[config.mk]
export PLATFORM = sky130hd
export DESIGN_NAME = dspm_divider
export DESIGN_NICKNAME = d
export VERILOG_FILES = /design/src/hdl/dspm_pkg.sv /design/src/hdl/dspm_divider.sv
export SDC_FILE = /design/constraint.sdc
export NUM_CORES = 1
export LEC_CHECK = 0
export ABC_AREA = 0
export BUFFER_PORTS_ARGS = -buffer_cell sky130_fd_sc_hd__buf_2
export CORE_ASPECT_RATIO = 1.4
export CORE_UTILIZATION = 30
export CTS_BUF_LIST = sky130_fd_sc_hd__clkbuf_8
export CTS_CLUSTER_DIAMETER = 40
export DETAILED_ROUTE_END_ITERATION = 7
export GPL_ROUTABILITY_DRIVEN = 0
export PLACE_DENSITY = 0.46
export SYNTH_ARGS = -nofsm -noshare
export SYNTH_HDL_FRONTEND = slang
export SYNTH_SLANG_ARGS = --single-unit
export TNS_END_PERCENT = 1
[constraint.sdc]
create_clock -name clk -period 4.5 [get_ports clk]
set_input_delay 0.9 -clock clk [delete_from_list [all_inputs] [get_ports clk]]
set_output_delay 0.9 -clock clk [all_outputs]
set_load 0.02 [all_outputs]
[src/hdl/dspm_pkg.sv]
`timescale 1ns / 1ps
// ----------------------------------------------------------------------------
// dspm_pkg
// Types, codes and constants shared by the DMA sample playback mixer.
// ----------------------------------------------------------------------------
package dspm_pkg;

  localparam int STORE_BYTES_DEF = 65536;

  localparam logic [15:0] SRC_RATE      = 16'd50066;
  localparam logic [17:0] RATE_RESET    = 18'd44100;
  localparam logic [1:0]  MODE_RESET    = 2'd1;

  localparam logic [19:0] GAIN_M12DB    = 20'h01027;
  localparam logic [19:0] GAIN_MIXED    = 20'h10000;
  localparam logic [19:0] GAIN_SAMPLE   = 20'h40000;
  localparam logic [9:0]  TONE_WEIGHT   = 10'd768;

  localparam int DVD_W     = 25;
  localparam int DVS_W     = 18;
  localparam int DIV_STEPS = DVD_W;
  localparam int STEP_W    = 26;
  localparam int CFG_W     = 24;

  typedef enum logic [1:0] {
    OP_WRITE = 2'd0,
    OP_TICK  = 2'd1,
    OP_START = 2'd2,
    OP_STOP  = 2'd3
  } op_t;

  typedef enum logic [2:0] {
    CFG_MIXER_MODE   = 3'd0,
    CFG_LOOP_ENABLE  = 3'd1,
    CFG_MONO_MODE    = 3'd2,
    CFG_RATE_SELECT  = 3'd3,
    CFG_BASE_ADDRESS = 3'd4,
    CFG_END_ADDRESS  = 3'd5,
    CFG_OUTPUT_RATE  = 3'd6
  } cfg_idx_t;

  localparam logic [1:0] MODE_M12DB  = 2'd0;
  localparam logic [1:0] MODE_SAMPLE = 2'd2;

  typedef struct packed {
    logic [1:0]         operation;
    logic [15:0]        store_address;
    logic [7:0]         store_byte;
    logic signed [15:0] tone_sample;
  } in_item_t;

  typedef struct packed {
    logic signed [15:0] left_out;
    logic signed [15:0] right_out;
    logic               playing;
  } out_item_t;

  function automatic logic signed [19:0] gain_of(input logic [1:0] mode);
    logic signed [19:0] g;
    case (mode)
      MODE_M12DB:  g = GAIN_M12DB;
      MODE_SAMPLE: g = GAIN_SAMPLE;
      default:     g = GAIN_MIXED;
    endcase
    return g;
  endfunction

  function automatic logic [9:0] tone_weight_of(input logic [1:0] mode);
    return (mode == MODE_SAMPLE) ? 10'd0 : TONE_WEIGHT;
  endfunction

endpackage

[src/hdl/dspm_divider.sv]
`timescale 1ns / 1ps
// ----------------------------------------------------------------------------
// dspm_divider
// Restoring divider, one quotient bit per cycle, for the playback step.
// ----------------------------------------------------------------------------
module dspm_divider
  import dspm_pkg::*;
(
  input  logic             clk,
  input  logic             rst,
  input  logic             start,
  input  logic [DVD_W-1:0] dividend,
  input  logic [DVS_W-1:0] divisor,
  output logic [DVD_W-1:0] quotient,
  output logic             done
);

  localparam int CNT_W = $clog2(DIV_STEPS);

  logic             busy;
  logic [CNT_W-1:0] cnt;
  logic [DVS_W-1:0] rem;
  logic [DVS_W-1:0] dvs;
  logic [DVD_W-1:0] acc;
  logic [DVS_W:0]   rem_shift;
  logic             q_bit;
  logic [DVS_W-1:0] rem_next;

  always_comb begin
    rem_shift = {rem, acc[DVD_W-1]};
    q_bit     = (rem_shift >= {1'b0, dvs});
    rem_next  = q_bit ? DVS_W'(rem_shift - {1'b0, dvs}) : rem_shift[DVS_W-1:0];
  end

  always_ff @(posedge clk) begin
    if (rst) begin
      busy <= 1'b0;
      done <= 1'b0;
      cnt  <= '0;
    end else begin
      done <= 1'b0;
      if (start) begin
        busy <= 1'b1;
        cnt  <= CNT_W'(DIV_STEPS - 1);
        rem  <= '0;
        dvs  <= divisor;
        acc  <= dividend;
      end else if (busy) begin
        rem <= rem_next;
        acc <= {acc[DVD_W-2:0], q_bit};
        cnt <= cnt - 1'b1;
        if (cnt == '0) begin
          busy <= 1'b0;
          done <= 1'b1;
        end
      end
    end
  end

  assign quotient = acc;

endmodule

==> parameters.txt <==
Parameter                              Value

Critical path
  Critical Path AT    3.08 ns
  Slowest stage cell, crit path    o41ai_4
  Critical Path Source    rem[7]
  Stage delay of the slowest cell on the critical path    0.66 ns
  Category of the critical setup timing path    flip-flop to flip-flop
  Worst path required time    4.60 ns
  CP cell instances    ha_1 > a21oi_2 > o21ai_2 > a31o_4 > o41ai_4 > buf_4 > a21oi_2 > a22o_1
  Buf+Inv Stages, Crit Path    1
  Origin of the critical flop-to-flop path    rem[7]
  Reg-to-reg setup timing slack    1.52 ns
  Cell mode on critical path    a21oi_2
  Critical Path Source Type    flip-flop
  Capturing element type of the critical path    flip-flop
  Maximum net fanout on the critical path    9
  Delay-heaviest family, CP    compound AO/OA/AOI/OAI gates

Routing
  DR pass1 iterations    6
  Detail Route Antenna Nets    0
  Total met3 wirelength after detailed routing    446 um
  Wire length reported by the detailed router    9.23 mm
  Vias post-DR    2,803
  Detail-routed via count per cell    5.07
  Number of design rule violations left after detail routing    4
  Total met2 wirelength after detailed routing    4.96 mm
  Average wire per standard cell    16.7 um
  Iter 0 DRT Violations    144
  Routed length on met1    3.67 mm
  Top layer reached by signal wires    met4

Yosys
  Share of flip-flops with an asynchronous set or reset after synthesis    0
  Post-synth net total    392
  Cell type with the highest aggregate area in the netlist    edfxtp_1
  Total standard cell area after synthesis    0.00385 mm2
  Yosys cell types    54
  Yosys Warn Count    0
  Proportion of netlist area held by the largest area contributor    0.475
  Most frequently used cell type in the post-synthesis netlist    edfxtp_1
  Gate count after technology mapping    325
  Avg Cell Area, Syn    11.9 um2
  Post-synth EDFFs    61
  Top cells by instance count after synthesis    edfxtp_1, a21oi_1, mux2_2, inv_1, ha_1
  Sequential-to-total area share from yosys stat    0.512
  Most area-consuming cells after synthesis    edfxtp_1, mux2_2, ha_1
  Number of synthesized register bits    68
  Most frequently used flop master after synthesis    edfxtp_1

Job
  Max Cap Violations    0

STA
  Slew at the pin with the worst max-slew slack    1.17 ns
  Worst clock skew    0.0113 ns
  Final hold viol count    0
  Total Neg Setup Slack    0 ns
  F_max    336 MHz
  PnR worst setup slack    1.52 ns
  RSZ-0062 raised after global routing    false
  Worst slew margin    0.222
  Number of endpoints failing setup at the final stage    0
  Period utilisation layout    0.662
  Post-layout min period    2.98 ns
  Fin. max-slew vios    0

Placed design
  Post-DP HPWL    6.65 mm
  Pre-CTS worst setup slack    1.46 ns
  Post-place instance area    0.00437 mm2
  PortBufs    71
  Number of placed instances, taps included    537

Status
  Result of the run    finished with violations
  Failing checks    DRC

Clock network
  Hold buffers post-CTS    0
  Clk root buf    clkbuf_8
  H-tree lvl count    3
  Post-CTS Setup Inserts    0
  TritonCTS clock tree    done
  Worst-skew pair later-pin latency    0.35 ns
  Worst-path clk slew    0.07 ns
  CTS resizes    0
  Number of buffers on the longest clock path    2
  Clock sinks    68
  CTS Buf Count    9

Power and ir drop
  Leakage dissipation    1.80 nW
  Power per unit of standard cell area    374 mW/mm2
  Max IR drop VDD    149 uV
  Total power of the final layout    1.71 mW

Min path
  Startpoint of the worst hold path    cnt[1]
  Path type of the worst min-delay path    flip-flop to flip-flop

Finish
  Number of antenna diodes    0
  # nets final    465
  Area added between synthesis and finish    18.2%
  Final Cell Area    0.00456 mm2
  Post-layout instance count excluding filler cells    553
  Layout cell share with drive strength beyond 1    0.330

Global routing
  First-pass GRT wire length    15.0 mm
  Antenna violations before repair    0
  Sum of overflow across all layers after global routing    0
  Via count of the first global-routing pass    2,931
  Largest net degree at the start of global routing    29
  Overall fraction of global-route tracks in use    0.149

Floorplanning
  Initial Utilization    0.310
  Height of the die    136 um
  Total die area    0.0133 mm2
  Core Box Area    0.0124 mm2
  Ports placed on the boundary    72
  Width of the chip    97.8 um
  Row count    48
==> sequential cells by signal (all words and copies together) (netlist names) <==
register and flops:
busy 1, cnt 5, done 1, dvs 18, quotient 25, rem 18
==> report_power, final <==
group	leakage (nW)	switching [mW]	internal [mW]
clock	0.0923	0.249	0.253
combinational	1.06	0.248	0.177
sequential	0.640	0.0255	0.753
==> per-stage QoR <==
step	utilization	hold slack (ns)
detailed placement	0.351	0.501
finish	0.366	0.511
floorplan	-	0.477
global route	0.366	0.579
global placement	0.351	0.504
CTS	0.366	0.514
==> placed cells by master (no fill, tap or decap), types with 4 or more instances in the layout <==
cell      synthesis  final
or3_1             4      4
clkbuf_8          0      9
nor3_1           11     11
a21o_1            7      7
nand2_1          11     11
xnor2_1           9      9
mux2_2           24     24
nor2_1            8      6
nand4_1           4      4
buf_4             0      4
xor2_1            6      6
edfxtp_1         61     61
buf_2             1     71
o211ai_1          5      5
dfxtp_1           7      7
o21a_1            4      4
a211oi_1          9      9
inv_1            23     23
o21ai_0          14     14
nor2b_1           5      5
a22o_1            4      4
ha_1             20     20
nand3_1          11     11
a21oi_1          25     25
==> path summary, 6_finish.rpt <==
path | endpoint | cells after the start
worst max-delay path | rem[14] | 8
worst max register to register | rem[14] | 8
worst min-delay path | cnt[1] | 2
worst min register to register | cnt[1] | 2
==> final cells by class <==
class | count | area [um2]
well taps | 150 | 188
inverters | 23 | 86.3
multi-input cells | 221 | 1730
clock inverters | 7 | 66.3
fillers | 1217 | 7880
flip-flops and latches | 68 | 1970
repair buffers | 75 | 385
clock buffers | 9 | 124
==> cell families after synthesis <==
group,after synthesis,synth area share
AO/OA/AOI/OAI,90,0.172
XOR/XNOR,15,0.0341
adder cells (fa/ha/maj),21,0.0701
buffers and inverters,36,0.0412
flip-flops,68,0.512
multiplexers,24,0.0701
AND/OR/NAND/NOR,71,0.101
==> metal layers <==
layer	vias to the layer above	track usage
met2	78	0.275
met5	-	0
li1	1384	-
met1	1331	0.163
met4	0	0.0539
met3	10	0.0386
==> worst register-to-register path: cells and delay by family, from the launching register on <==
family	cells	cell delay, ns
AOI/OAI and AO/OA	6	1.63
buffers and inverters	1	0.28
adders and majority gates	1	0.42
DFF	1	0.41
Note: power is estimated with default switching activity, not from simulation.
